==> config.mk <==
export PLATFORM = sky130hd
export DESIGN_NAME = ipv6_address_text_serializer_unit
export DESIGN_NICKNAME = d
export VERILOG_FILES = /design/src/rtl/ipv6ats_pkg.sv /design/src/rtl/ipv6ats_lane.sv /design/src/rtl/ipv6ats_merge.sv /design/src/rtl/ipv6ats_emit.sv /design/src/rtl/ipv6_address_text_serializer_unit.sv
export SDC_FILE = /design/constraint.sdc
export NUM_CORES = 1
export LEC_CHECK = 0
export BUFFER_PORTS_ARGS = -buffer_cell sky130_fd_sc_hd__buf_2
export CAP_MARGIN = 30
export CORE_MARGIN = 4
export CORE_UTILIZATION = 40
export DETAILED_ROUTE_END_ITERATION = 7
export GPL_TIMING_DRIVEN = 1
export PLACE_DENSITY = 0.63
export SYNTH_ARGS = -nofsm -noshare
export SYNTH_HDL_FRONTEND = slang
export SYNTH_HIERARCHICAL = 1
export SYNTH_SLANG_ARGS = --single-unit
==> constraint.sdc <==
create_clock -name clock -period 22.3 [get_ports clock]
set_input_delay 2.23 -clock clock [delete_from_list [all_inputs] [get_ports clock]]
set_output_delay 2.23 -clock clock [all_outputs]
set_load 0.02 [all_outputs]
==> src/rtl/ipv6ats_pkg.sv <==
// Package for the IPv6 address text serializer: transaction structs, lane and
// load structs, ASCII constants and the hex digit table. No dependencies.
`default_nettype none

package ipv6ats_pkg;

   localparam int NUM_PIECES   = 8;
   localparam int PIECE_W      = 16;
   localparam int NIB_PER_PC   = 4;
   localparam int CHAR_W       = 7;
   localparam int PIECE_IDX_W  = 3;   // indexes piece 0..7
   localparam int SLOT_IDX_W   = 4;   // holds 0..8, 8 means past the end
   localparam int DIGIT_CNT_W  = 3;   // holds 1..4
   localparam int POS_W        = 3;   // character position in a slot, 0..4

   localparam logic [CHAR_W-1:0] ASCII_COLON = 7'h3a;
   localparam logic [SLOT_IDX_W-1:0] SLOT_END = 4'd8;

   // Input transaction: one address, most significant piece first
   typedef struct packed {
      logic [PIECE_W-1:0] piece_0;
      logic [PIECE_W-1:0] piece_1;
      logic [PIECE_W-1:0] piece_2;
      logic [PIECE_W-1:0] piece_3;
      logic [PIECE_W-1:0] piece_4;
      logic [PIECE_W-1:0] piece_5;
      logic [PIECE_W-1:0] piece_6;
      logic [PIECE_W-1:0] piece_7;
   } req_type;

   // Result transaction: one character of the address text
   typedef struct packed {
      logic [CHAR_W-1:0] char_code;
      logic              last_char;
   } rsp_type;

   // What one lane finds for its piece
   typedef struct packed {
      logic                                zero;
      logic [DIGIT_CNT_W-1:0]              digit_cnt;
      logic [NIB_PER_PC-1:0][CHAR_W-1:0]   chars;   // index 0 is least significant
   } lane_info_type;

   // Everything the character sequencer needs for one address
   typedef struct packed {
      lane_info_type [NUM_PIECES-1:0] lanes;
      logic [SLOT_IDX_W-1:0]          run_start;
      logic [SLOT_IDX_W-1:0]          run_end;
   } emit_load_type;

   // Lowercase hex digit
   function automatic logic [CHAR_W-1:0] hex_char(input logic [3:0] nib);
      logic [CHAR_W-1:0] c;
      case (nib)
         4'h0: c = 7'h30;
         4'h1: c = 7'h31;
         4'h2: c = 7'h32;
         4'h3: c = 7'h33;
         4'h4: c = 7'h34;
         4'h5: c = 7'h35;
         4'h6: c = 7'h36;
         4'h7: c = 7'h37;
         4'h8: c = 7'h38;
         4'h9: c = 7'h39;
         4'ha: c = 7'h61;
         4'hb: c = 7'h62;
         4'hc: c = 7'h63;
         4'hd: c = 7'h64;
         4'he: c = 7'h65;
         default: c = 7'h66;
      endcase
      return c;
   endfunction

endpackage

`default_nettype wire

==> src/rtl/ipv6ats_lane.sv <==
// One lane: zero flag, digit count without leading zeros and hex characters
// of one 16-bit piece. Depends on ipv6ats_pkg.
`default_nettype none

module ipv6ats_lane (
   input  wire logic [ipv6ats_pkg::PIECE_W-1:0] piece,
   output ipv6ats_pkg::lane_info_type           info
);

   // Digit count: position of the highest nonzero nibble, at least one digit
   always_comb begin
      info.zero = (piece == '0);
      if (piece[15:12] != 4'h0) begin
         info.digit_cnt = 3'd4;
      end else if (piece[11:8] != 4'h0) begin
         info.digit_cnt = 3'd3;
      end else if (piece[7:4] != 4'h0) begin
         info.digit_cnt = 3'd2;
      end else begin
         info.digit_cnt = 3'd1;
      end
      for (int n = 0; n < ipv6ats_pkg::NIB_PER_PC; n++) begin
         info.chars[n] = ipv6ats_pkg::hex_char(piece[n*4 +: 4]);
      end
   end

endmodule

`default_nettype wire

==> src/rtl/ipv6ats_merge.sv <==
// Merge stage: finds the earliest longest run of two or more zero pieces
// from the lane zero flags. Depends on ipv6ats_pkg.
`default_nettype none

module ipv6ats_merge (
   input  wire logic [ipv6ats_pkg::NUM_PIECES-1:0]  zero,
   output logic [ipv6ats_pkg::SLOT_IDX_W-1:0]       run_start,
   output logic [ipv6ats_pkg::SLOT_IDX_W-1:0]       run_end
);

   logic [ipv6ats_pkg::SLOT_IDX_W-1:0]  cur_len;
   logic [ipv6ats_pkg::SLOT_IDX_W-1:0]  best_len;
   logic [ipv6ats_pkg::PIECE_IDX_W-1:0] best_last;

   // Run length ending at each piece; only a strictly longer run replaces
   // the best one, so the earliest run wins a tie
   always_comb begin
      cur_len   = '0;
      best_len  = '0;
      best_last = '0;
      for (int i = 0; i < ipv6ats_pkg::NUM_PIECES; i++) begin
         if (zero[i]) begin
            cur_len = cur_len + 1'b1;
         end else begin
            cur_len = '0;
         end
         if (cur_len > best_len) begin
            best_len  = cur_len;
            best_last = ipv6ats_pkg::PIECE_IDX_W'(i);
         end
      end
   end

   // A single zero piece is not compressed
   always_comb begin
      if (best_len >= 4'd2) begin
         run_end   = {1'b0, best_last} + 1'b1;
         run_start = run_end - best_len;
      end else begin
         run_end   = ipv6ats_pkg::SLOT_END;
         run_start = ipv6ats_pkg::SLOT_END;
      end
   end

endmodule

`default_nettype wire

==> src/rtl/ipv6ats_emit.sv <==
// Character sequencer and output register: walks the pieces of one address
// and sends one character per transaction. Depends on ipv6ats_pkg.
`default_nettype none

module ipv6ats_emit (
   input  wire logic                         clock,
   input  wire logic                         reset,
   input  wire logic                         load_valid,
   input  wire ipv6ats_pkg::emit_load_type   load_data,
   output logic                              load_take,
   output logic                              rsp_valid,
   input  wire logic                         rsp_stall,
   output ipv6ats_pkg::rsp_type              rsp_data
);

   logic                                   busy_ff, busy_in;
   logic [ipv6ats_pkg::SLOT_IDX_W-1:0]     idx_ff, idx_in;
   logic [ipv6ats_pkg::POS_W-1:0]          pos_ff, pos_in;
   ipv6ats_pkg::emit_load_type             item_ff;
   logic                                   rsp_valid_ff, rsp_valid_in;
   ipv6ats_pkg::rsp_type                   rsp_data_ff, rsp_data_in;

   ipv6ats_pkg::lane_info_type             cur_lane;
   logic                                   in_run;
   logic [ipv6ats_pkg::POS_W-1:0]          slot_len;
   logic                                   slot_end;
   logic [ipv6ats_pkg::SLOT_IDX_W-1:0]     next_idx;
   logic                                   is_last;
   logic [1:0]                             nib_sel;
   logic [ipv6ats_pkg::CHAR_W-1:0]         cur_char;
   logic                                   out_ready;
   logic                                   fire;

   // Current slot: either the compressed run or one piece plus its colon (no colon after the last piece)
   always_comb begin
      cur_lane = item_ff.lanes[idx_ff[ipv6ats_pkg::PIECE_IDX_W-1:0]];
      in_run   = (idx_ff == item_ff.run_start);
      if (in_run) begin
         slot_len = (item_ff.run_start == '0) ? 3'd2 : 3'd1;
         next_idx = item_ff.run_end;
      end else begin
         slot_len = cur_lane.digit_cnt
                  + ((idx_ff == 4'(ipv6ats_pkg::NUM_PIECES - 1)) ? 3'd0 : 3'd1);
         next_idx = idx_ff + 1'b1;
      end
      slot_end = (pos_ff == slot_len - 1'b1);
      is_last  = slot_end && next_idx[ipv6ats_pkg::SLOT_IDX_W-1];
      nib_sel  = 2'(cur_lane.digit_cnt - 1'b1 - pos_ff);
      if (in_run || (pos_ff >= cur_lane.digit_cnt)) begin
         cur_char = ipv6ats_pkg::ASCII_COLON;
      end else begin
         cur_char = cur_lane.chars[nib_sel];
      end
   end

   // Handshake and sequencing
   always_comb begin
      out_ready    = !rsp_valid_ff || !rsp_stall;
      fire         = busy_ff && out_ready;
      load_take    = load_valid && (!busy_ff || (fire && is_last));
      busy_in      = busy_ff;
      idx_in       = idx_ff;
      pos_in       = pos_ff;
      rsp_valid_in = out_ready ? 1'b0 : rsp_valid_ff;
      rsp_data_in  = rsp_data_ff;
      if (fire) begin
         rsp_valid_in          = 1'b1;
         rsp_data_in.char_code = cur_char;
         rsp_data_in.last_char = is_last;
         if (slot_end) begin
            idx_in = next_idx;
            pos_in = '0;
         end else begin
            pos_in = pos_ff + 1'b1;
         end
         if (is_last) begin
            busy_in = 1'b0;
         end
      end
      if (load_take) begin
         busy_in = 1'b1;
         idx_in  = '0;
         pos_in  = '0;
      end
   end

   // Control registers
   always_ff @(posedge clock) begin
      if (reset) begin
         busy_ff      <= 1'b0;
         idx_ff       <= '0;
         pos_ff       <= '0;
         rsp_valid_ff <= 1'b0;
      end else begin
         busy_ff      <= busy_in;
         idx_ff       <= idx_in;
         pos_ff       <= pos_in;
         rsp_valid_ff <= rsp_valid_in;
      end
   end

   // Payload registers
   always_ff @(posedge clock) begin
      rsp_data_ff <= rsp_data_in;
      if (load_take) begin
         item_ff <= load_data;
      end
   end

   assign rsp_valid = rsp_valid_ff;
   assign rsp_data  = rsp_data_ff;

`ifndef SYNTHESIS
   a_idx_in_range: assert property (@(posedge clock) disable iff (reset)
      busy_ff |-> !idx_ff[ipv6ats_pkg::SLOT_IDX_W-1])
      else $error("piece index past the end while busy");

   a_pos_in_slot: assert property (@(posedge clock) disable iff (reset)
      busy_ff |-> (pos_ff < slot_len))
      else $error("character position beyond its slot");

   a_load_starts_clean: assert property (@(posedge clock) disable iff (reset)
      load_take |=> (busy_ff && idx_ff == '0 && pos_ff == '0))
      else $error("new address does not start at its first character");

   a_last_ends_item: assert property (@(posedge clock) disable iff (reset)
      (fire && is_last && !load_take) |=> (!busy_ff && rsp_valid && rsp_data.last_char))
      else $error("final character did not close the address");
`endif

endmodule

`default_nettype wire

==> src/rtl/ipv6_address_text_serializer_unit.sv <==
// IPv6 address text serializer, top level: input register, eight analysis
// lanes, zero-run merge and character sequencer. Depends on ipv6ats_pkg.
//
// Usage: an address enters as one req_ transaction (eight 16-bit pieces,
// piece_0 most significant) and leaves as 2 to 39 rsp_ transactions, one
// lowercase hex digit or colon each, with last_char set on the final one.
// The longest earliest run of two or more zero pieces becomes "::".
// After the request transaction is accepted, the address passes through the
// input register and the sequencer's item register, and each character
// leaves through the output register. Throughput: one character per cycle
// while rsp_stall is low; the single-character output port sets this rate.
// The next address is held in the input register while the previous one is
// being sent, and its first character follows the previous last one with no gap.
// Stall: rsp_stall holds the output register and pauses the sequencer;
// req_stall rises once the input register holds an address that the
// sequencer cannot yet take. Reset clears all valid and busy state; the
// address data registers are not reset, and nothing is kept between addresses.
`default_nettype none

module ipv6_address_text_serializer_unit (
   input  wire logic                  clock,
   input  wire logic                  reset,
   input  wire logic                  req_valid,
   output logic                       req_stall,
   input  wire ipv6ats_pkg::req_type  req_data,
   output logic                       rsp_valid,
   input  wire logic                  rsp_stall,
   output ipv6ats_pkg::rsp_type       rsp_data
);

   logic                                          s1_valid_ff, s1_valid_in;
   ipv6ats_pkg::req_type                          s1_data_ff;
   logic [ipv6ats_pkg::NUM_PIECES-1:0][ipv6ats_pkg::PIECE_W-1:0] pieces;
   logic [ipv6ats_pkg::NUM_PIECES-1:0]            zero;
   ipv6ats_pkg::emit_load_type                    load_data;
   logic                                          load_take;
   logic                                          req_accept;

   // Input register handshake
   always_comb begin
      req_stall   = s1_valid_ff && !load_take;
      req_accept  = req_valid && !req_stall;
      s1_valid_in = req_accept ? 1'b1 : (load_take ? 1'b0 : s1_valid_ff);
   end

   always_ff @(posedge clock) begin
      if (reset) begin
         s1_valid_ff <= 1'b0;
      end else begin
         s1_valid_ff <= s1_valid_in;
      end
   end

   always_ff @(posedge clock) begin
      if (req_accept) begin
         s1_data_ff <= req_data;
      end
   end

   assign pieces[0] = s1_data_ff.piece_0;
   assign pieces[1] = s1_data_ff.piece_1;
   assign pieces[2] = s1_data_ff.piece_2;
   assign pieces[3] = s1_data_ff.piece_3;
   assign pieces[4] = s1_data_ff.piece_4;
   assign pieces[5] = s1_data_ff.piece_5;
   assign pieces[6] = s1_data_ff.piece_6;
   assign pieces[7] = s1_data_ff.piece_7;

   // One analysis lane per piece
   for (genvar g = 0; g < ipv6ats_pkg::NUM_PIECES; g++) begin : g_lane
      ipv6ats_lane u_lane (
         .piece (pieces[g]),
         .info  (load_data.lanes[g])
      );
      assign zero[g] = load_data.lanes[g].zero;
   end

   // Zero-run selection across lanes
   ipv6ats_merge u_merge (
      .zero      (zero),
      .run_start (load_data.run_start),
      .run_end   (load_data.run_end)
   );

   // Character sequencer and output register
   ipv6ats_emit u_emit (
      .clock      (clock),
      .reset      (reset),
      .load_valid (s1_valid_ff),
      .load_data  (load_data),
      .load_take  (load_take),
      .rsp_valid  (rsp_valid),
      .rsp_stall  (rsp_stall),
      .rsp_data   (rsp_data)
   );

endmodule

`default_nettype wire
======== Yosys cells after proc, flatten, opt, wreduce, memory -nomap -nowiden ========
Memory sizes are Yosys's and may differ from the RTL's. A register that Yosys moved wholly into a read port is not among the register bits.
Index checks and enable logic that the tools add are counted.
storage, ports and cells
  ROM bits ................................ 3,072
  word-level logic and storage cells ...... 236
  register bits after elaboration ......... 410
  input bits .............................. 132
  memories kept ........................... 32
cells by class
  add/subtract/negate cells ............... 15
  multiplexer cells ....................... 55
  eq/ne operators ......................... 3
  order comparisons ....................... 12
  reductions and logical operators ........ 54
memory list
  memory            depth  width  read ports  clocked after memory_dff  write ports  line               source
  (no name shown)   16     6      1           1                         0            ipv6ats_pkg.sv:54  case (nib)
  (no name shown)   16     6      1           1                         0            ipv6ats_pkg.sv:54
  (no name shown)   16     6      1           1                         0            ipv6ats_pkg.sv:54
  (no name shown)   16     6      1           1                         0            ipv6ats_pkg.sv:54
  (no name shown)   16     6      1           1                         0            ipv6ats_pkg.sv:54
  (no name shown)   16     6      1           1                         0            ipv6ats_pkg.sv:54
  26 more memories  --     --     --          --                        --           --
operators by type and width
  operator             count
  $logic_not 16->1     8
  $bmux 32 s3          1
  $reduce_bool 4->1    24
  $mux 4               15
  $mux 3               14
  $mux 31              1
  $add 4x1->4 const B  7
  $gt 4x4->1           6
  $mux 2               11
  $bmux 7 s2           1
  $mux 1               11
  $reduce_bool 2->1    4
  $mux 7               1
  $logic_and 1x1->1    6
  $logic_not 1->1      5
  $add 3x1->4 const B  1
  $eq 4x3->1 const B   1
  $eq 4x4->1           1
  $ge 4x2->1 const B   1
  $gt 4x1->1           1
  $logic_not 4->1      1
  $lt 3x4->1 const B   1
  $reduce_and 2->1     2
  $sub 4x4->4          1
  other kinds (12)     14

======== Depth between registers and ports, before layout ========
Gate-level depths: netlist of the first run.
  depth after elaboration ................. 20
  mapped depth ............................ 53
  depth with buffers taken out ............ 52

======== Hierarchy ========
Netlist of the first run, hierarchy kept.
modules (own cells, without submodules)
  module                               times used  cells an instance  area an instance (um2)
  ipv6ats_emit                         1           485                10,735.3
  ipv6_address_text_serializer_unit    1           132                3,893.7
  ipv6ats_lane (g_lane[3].u_lane ...)  5           79                 548.0
  ipv6ats_merge                        1           195                1,410.1
  ipv6ats_lane (g_lane[0].u_lane)      1           81                 569.3
  ipv6ats_lane (g_lane[1].u_lane)      1           79                 551.8
  ipv6ats_lane (g_lane[2].u_lane)      1           79                 546.8

======== Worst setup path after synthesis of the first run ========
Ideal clock, no wire load.
  path kind ............................... reg-to-reg
  from .................................... register u_emit/idx_ff[0] (netlist bit)
  to ...................................... register s1_data_ff, in the netlist pieces[0], enable pin
  setup time .............................. 0.626 ns
  data arrival time ....................... 15.945 ns
  path buffers ............................ 3
  slack ................................... 5.730 ns
  cell stages (with the launch flop) ...... 19
  period minus slack after synthesis ...... 16.570 ns
  cell sequence ........................... dfxtp_1 -> buf_2 -> buf_2 -> buf_2 -> mux4_2 -> mux2_2 -> ha_1 -> ha_1 -> inv_1 -> mux2_2 -> ha_1 -> xnor2_1 -> nand2b_1 -> or2_2 -> mux2_4 -> o21ai_0 -> and2_1 -> nor2b_4 -> nor2b_1
between the ends
  longest elaborated chain between the ends .. 14
ends and longest elaborated chain
  element                                                  line                                     source
  from (decl)                                              ipv6ats_emit.sv:17                       logic [ipv6ats_pkg::SLOT_IDX_W-1:0] idx_ff, idx_in;
  from (signal assigned)                                   ipv6ats_emit.sv:96                       idx_ff <= idx_in;
  $bmux 32 s3 or $eq 4x3->1 (tied branches)                ipv6ats_emit.sv:36, ipv6ats_emit.sv:43
  $mux 31 (implied by the code) or $mux 1 (tied branches)  ipv6ats_emit.sv:36, ipv6ats_emit.sv:43
  $add 3x1->3                                              ipv6ats_emit.sv:43                       + ((idx_ff == 4'(ipv6ats_pkg::NUM_PIECES - 1)) ? 3'd0 : 3'd1);
  $mux 3                                                   ipv6ats_emit.sv:38                       if (in_run) begin
  $sub 3x1->3                                              ipv6ats_emit.sv:46                       slot_end = (pos_ff == slot_len - 1'b1);
  $eq 3x3->1                                               ipv6ats_emit.sv:46
  $logic_and 1x1->1 (*)                                    ipv6ats_emit.sv:47                       is_last = slot_end && next_idx[ipv6ats_pkg::SLOT_IDX_W-1];
  $logic_and 1x1->1 (*)                                    ipv6ats_emit.sv:60                       load_take = load_valid && (!busy_ff || (fire && is_last));
  $logic_or 1x1->1 (*)                                     ipv6ats_emit.sv:60
  $logic_and 1x1->1 (*)                                    ipv6ats_emit.sv:60
  named net load_take                                      ipv6_address_text_serializer_unit.sv:36  logic load_take;
  $logic_not 1->1 (*)                                      ipv6_address_text_serializer_unit.sv:41  req_stall = s1_valid_ff && !load_take;
  $logic_and 1x1->1 (*)                                    ipv6_address_text_serializer_unit.sv:41
  named net req_stall                                      ipv6_address_text_serializer_unit.sv:24  output logic req_stall,
  $logic_not 1->1 (*)                                      ipv6_address_text_serializer_unit.sv:42  req_accept = req_valid && !req_stall;
  $logic_and 1x1->1 (*)                                    ipv6_address_text_serializer_unit.sv:42
  named net req_accept                                     ipv6_address_text_serializer_unit.sv:37  logic req_accept;
  to (signal assigned)                                     ipv6_address_text_serializer_unit.sv:56  s1_data_ff <= req_data;
  to (decl)                                                ipv6_address_text_serializer_unit.sv:32  ipv6ats_pkg::req_type s1_data_ff;
Mark *: on every way through the listed nets, which the timed path passes. The rest lies on a longest branch. The select of a mux whose other input is x is not followed.
A chain may end at the register's enable or synchronous reset.

==> impl_metrics.ini, run 1 <==
[outcome]
status = finished, final reports clean

[yosys]
synth.distinct_cells = 76
ys_seq_area_frac = 0.5855
yosys.area.top_type = edfxtp_1
synth_edf_count = 392
synth-seq-cells = 402
yosysTopAreaCellShare = 0.5757
synthFlopType = edfxtp_1
synthArstFlopShare = 0
yosys_warnings = 6
synth.avg_cell_area_um2 = 14.14
syn_area_um2 = 20450
synth_cells = 1446
ys_top_cells_by_area = edfxtp_1 58%, mux4_2 8.4%, ha_1 6.9%

[worst_setup_path]
cp_max_fo = 12
crit_buf_inv = 4
crit_type = flop to flop
cpPeakStageDelay_ps = 620
crit_family = compound AO/OA/AOI/OAI gates
end_kind = flop
slowest_stage = a21oi_1
arrival_ps = 12760
crit_top_cell = ha_1
crit_path_start_kind = flop
cp.required_ps = 22630

[route]
drc = 0
ant_nets = 0
drt-initial-drc-count = 899
post_drt_wl_per_cell_um = 18.33
met2_wirelength_um = 21070
route.vias.total = 11670
viasPerCell = 5.065
drtPass1Iterations = 5
wl_met3_um = 2058
routed_wirelength_um = 42250
drt-met1-wl_um = 18080
dr.max_layer_used = met5

[global_route]
grt_max_degree = 208
grt_overflow = 0
grt.total_usage = 0.1546
antenna_found_initial = 2
grt_pass1_vias = 11690
grt_pass1_wl_um = 65160

[floorplanning]
initial_core_util = 0.4059
ios = 142
die_h_um = 234.1
coreArea_um2 = 50380
chipWidth_um = 234.1
fp.dieArea_um2 = 54800
rows = 82

[power_and_ir_drop]
powerDensity_nw_per_um2 = 78.05
leakage_nw = 8.578
ir_worst_vdd_uv = 53.03
p_total_mw = 1.811

[cts]
htreeDepth = 2
postCtsSetupRepairBufs = 0
path_clk_slew_ps = 60
cts_resized = 0
clock-root-buffer = clkbuf_16
clk_latency_ps = 570
clockBufferDepth = 3
cts_tree = done
cts_hold_buf = 0
numClockSinks = 402
numCtsBuffers = 46

[finish]
nNetsFinal = 1843
syn2layout_area_growth_pct = 13.46
final-instance-count-excl-fill = 2305
n_antenna_cell = 0
stdcell_area_um2 = 23200
drive_gt1_frac = 0.2321
fin_util = 0.4605

[placement]
pre_cts_ws_ps = 10050
dpl.hpwl_um = 30400
dp_cells = 2222
place_area_um2 = 21750
gp_congestion = 0.7973
port_buffers = 141

[sta]
setup-tns-final_ps = 0
fmax_ghz = 0.08040
worst_pin_slew_ps = 1127
fin_ws_ps = 9862
hold_viol = 0
hold_ws_ps = 517.1
min_period_ps = 12440
fin_worst_skew_ps = 28.19
slew_headroom = 0.2490
drv_slew = 0
rsz0062_at_grt = false
setup_violations = 0
min_period_over_period = 0.5578

[hold_path]
hp-class = flop to flop

[run]
cap_violations = 0
[cells in the final DEF, fill, tap and decap left out, types with 11 or more instances in the layout]
| master | Yosys | layout |
|---|---|---|
| buf_2 | 16 | 141 |
| nor3b_1 | 32 | 32 |
| clkbuf_16 | 0 | 46 |
| o21ai_0 | 16 | 16 |
| nor2b_1 | 33 | 32 |
| nand2b_1 | 60 | 60 |
| a31oi_1 | 34 | 34 |
| o211ai_1 | 17 | 17 |
| or2_2 | 25 | 25 |
| nand2_1 | 72 | 72 |
| clkbuf_1 | 15 | 11 |
| mux4_2 | 76 | 76 |
| nor2_1 | 51 | 51 |
| nand3b_1 | 23 | 23 |
| xnor2_1 | 13 | 13 |
| or3b_1 | 16 | 16 |
| a31o_2 | 23 | 23 |
| inv_1 | 124 | 124 |
| conb_1 | 8 | 32 |
| edfxtp_1 | 392 | 392 |
| a21boi_0 | 35 | 35 |
| a21oi_1 | 20 | 20 |
| ha_1 | 112 | 112 |
| o21a_1 | 33 | 33 |
[cell type report]
| type | instances | area (um^2) |
|---|---|---|
| clock buffer | 57 | 1192 |
| fill | 4428 | 27180 |
| timing repair buffer | 148 | 770.7 |
| tap | 672 | 840.8 |
| clock inverter | 26 | 254.0 |
| sequential | 402 | 11980 |
| multi-input combinational | 876 | 7700 |
| inverter | 124 | 465.4 |
[flip-flops by register name, indices dropped and copies added, names as in the netlist]
register	cells
u_emit/item_ff	256
pieces	128
u_emit/rsp_data	8
u_emit/idx_ff	4
u_emit/pos_ff	3
s1_valid_ff	1
u_emit/busy_ff	1
u_emit/rsp_valid	1
[path summary, 6_finish.rpt]
| check | startpoint | end | slack (ps) | depth (start not counted) |
|---|---|---|---|---|
| min reg2reg | u_emit/busy_ff | u_emit/rsp_valid | 520 | 2 |
| max reg2reg | pieces[13] | u_emit/item_ff[7] | 9860 | 48 |
| max | pieces[13] | u_emit/item_ff[7] | 9860 | 48 |
| min | u_emit/busy_ff | u_emit/rsp_valid | 520 | 2 |
[cell usage after synthesis, types with 4 or more instances]
master and number:
o21ai_1 5, or3b_2 7, nand2b_1 60, nor2b_1 33, a31o_1 4, nor2_1 51, or3b_1 16, buf_4 34
xnor2_1 13, xor2_1 8, nand3_1 10, nand3b_1 23, edfxtp_1 392, nand2_1 72, nor3b_1 32, o21ai_0 16
a31o_2 23, o21ba_1 9, mux2_2 4, buf_2 16, ha_1 112, inv_1 124, clkbuf_1 15, or2_1 6
conb_1 8, o211ai_1 17, and3_1 5, a21oi_1 20, nor4_2 8, a21o_1 6, and2_1 6, dfxtp_1 10
mux4_2 76, a31oi_1 34, or2_2 25, mux2i_1 10, nor3_1 9, a21boi_0 35, o21a_1 33, or3b_4 9
[power breakdown]
group / internal [mW] / switching, mW / total [mW] / leakage, nW
combinational: 0.0741 / 0.0883 / 0.162 / 4.08
clock: 0.427 / 0.298 / 0.725 / 0.706
sequential: 0.891 / 0.0327 / 0.923 / 3.80
total: 1.39 / 0.419 / 1.81 / 8.58
[worst register-to-register path, delay by kind of cell (launching register included)]
kind                     cells  cell delay, ps
multiplexers                 1             320
adder cells (fa/ha/maj)     11            3140
flip-flops                   1             450
AO/OA/AOI/OAI               21            5490
AND/OR/NAND/NOR             10            2290
buffers and inverters        4             400
XOR/XNOR                     1             140
[metal layers]
layer,track usage,up-vias
met2,0.2627,217
met1,0.2027,5719
met4,0.04177,4
met5,0,-
li1,-,5665
met3,0.03219,69
[cells by family (layout without fill, tap and decap cells)]
| group | Yosys count | after routing | share of synthesized area |
|---|---|---|---|
| XOR/XNOR | 22 | 22 | 0.009791 |
| flip-flops | 402 | 402 | 0.5855 |
| adder cells (fa/ha/maj) | 113 | 113 | 0.06951 |
| multiplexers | 92 | 92 | 0.09264 |
| other | 8 | 32 | 0.001469 |
| AND/OR/NAND/NOR | 386 | 386 | 0.1147 |
| buffers and inverters | 192 | 355 | 0.04283 |
| AO/OA/AOI/OAI | 231 | 231 | 0.08359 |
(Power assumes the default switching activity.)
==> run 2, diff against run 1 <==
- clock period: 22.3 -> 11.47 ns (I/O delays scaled with it)
==> run 2 against run 1 <==
Total power increased by 92%. Setup slack got worse by 9300 ps. Via count increased by 0.47%. Sequential power is 94% higher.
==> impl_metrics.ini, run 2 (synthesis gave the netlist of run 1 again) <==
[finish]
syn2layout_area_growth_pct = 13.48
mostFrequentLayoutCells = 392 x edfxtp_1, 141 x buf_2, 124 x inv_1
layout_commonest_cell = edfxtp_1
top_register = u_emit/item_ff
nNetsFinal = 1847
n_antenna_cell = 0
drive_gt1_frac = 0.2370
final-instance-count-excl-fill = 2309
largest_reg_flops = 256
fin_util = 0.4606

[sta]
min_period_ps = 10950
hold_viol = 0
fin_worst_skew_ps = 16.21
drv_slew = 0
min_period_over_period = 0.9543
setup_violations = 0
rsz0062_at_grt = false
fmax_ghz = 0.09135
slew_headroom = 0.2388
worst_pin_slew_ps = 1142
setup-tns-final_ps = 0

[global_route]
grt_pass1_wl_um = 63960
grt_overflow = 0
antenna_found_initial = 2
grt.total_usage = 0.1518
grt_max_degree = 211
grt_pass1_vias = 11540

[worst_setup_path]
slowest_stage = edfxtp_1
crit_top_cell = ha_1
end_kind = flop
cp.required_ps = 11790
crit_buf_inv = 6
arrival_ps = 11270
crit_path_start_kind = flop
crit_family = compound AO/OA/AOI/OAI gates
cp_max_fo = 12
crit_type = flop to flop
cpPeakStageDelay_ps = 450

[cts]
clk_latency_ps = 570
clockBufferDepth = 3
cts_hold_buf = 0
numCtsBuffers = 46
clock-root-buffer = clkbuf_16
path_clk_slew_ps = 60
numClockSinks = 402
htreeDepth = 2
cts_tree = done

[route]
drtPass1Iterations = 4
post_drt_wl_per_cell_um = 18.15
drt-initial-drc-count = 738
ant_nets = 0
viasPerCell = 5.080
drc = 0
route.vias.total = 11730
routed_wirelength_um = 41910

[floorplanning]
ios = 142
chipWidth_um = 234.1
rows = 82
coreArea_um2 = 50380
initial_core_util = 0.4059
die_h_um = 234.1
fp.dieArea_um2 = 54800

[power_and_ir_drop]
powerDensity_nw_per_um2 = 150.0
leakage_nw = 8.587
ir_worst_vdd_uv = 87.44

[placement]
dp_cells = 2225
dpl.hpwl_um = 30150
gp_congestion = 0.7868
port_buffers = 141

[hold_path]
hp-class = flop to flop

[run]
cap_violations = 0

[outcome]
status = finished, final reports clean
-- run 2: worst reg2reg max path: cells and delay by family (launching register included) --
family	cells	cell delay (ps)
AO/OA/AOI/OAI	21	4110
adder cells (fa/ha/maj)	11	3090
buffers and inverters	6	700
AND/OR/NAND/NOR	12	2230
flip-flops	1	450
XOR/XNOR	1	130
-- run 2: report_power, final --
group          total (mW)  switching [mW]  internal (mW)
Clock                1.37           0.574          0.796
Combinational       0.317           0.173          0.144
Sequential           1.79          0.0626           1.73
-- run 2: metrics by stage --
step | setup slack (ps) | hold WS (ps) | total power, mW | cell area, um^2
after floorplan | 345.5 | 467.6 | 2.038 | 20540
after global placement | 801.2 | 496.5 | 2.133 | 21770
after detailed placement | 185.0 | 531.9 | 2.145 | 21780
after CTS | 122.5 | 550.3 | 3.530 | 23170
after global routing | 26.41 | 577.7 | 3.630 | 23200
final | 523.7 | 534.3 | 3.481 | 23200
-- run 2: path summary, 6_finish.rpt --
check	from	to	slack (ps)	depth (start not counted)
worst min-delay path	u_emit/busy_ff	u_emit/rsp_valid	530	2
worst max-delay path	pieces[13]	u_emit/item_ff[7]	520	51
worst max register to register	pieces[13]	u_emit/item_ff[7]	520	51
worst min register to register	u_emit/busy_ff	u_emit/rsp_valid	530	2
-- run 2: cell type report --
cell class,instances,area [um^2]
Clock buffer,60,1225
Sequential cell,402,11980
Timing Repair Buffer,152,800.8
Multi-Input combinational cell,876,7726
Clock inverter,23,168.9
Fill cell,4411,27170
Inverter,124,465.4
Tap cell,672,840.8
-- run 2: metal layers --
layer,global-route usage,wire [um],share of wire,vias to the layer above
met1,0.1949,17720,0.42,5719
met3,0.03025,2041,0.049,74
met2,0.2584,20790,0.50,255
li1,-,-,-,5677
met4,0.05199,1338,0.032,4
met5,0,19,0.00045,-
-- run 2: what timing repair did --
item,in CTS,in global routing
resized for setup,0,7
buffers inserted,0,1
endpoints found under the setup margin,0,8
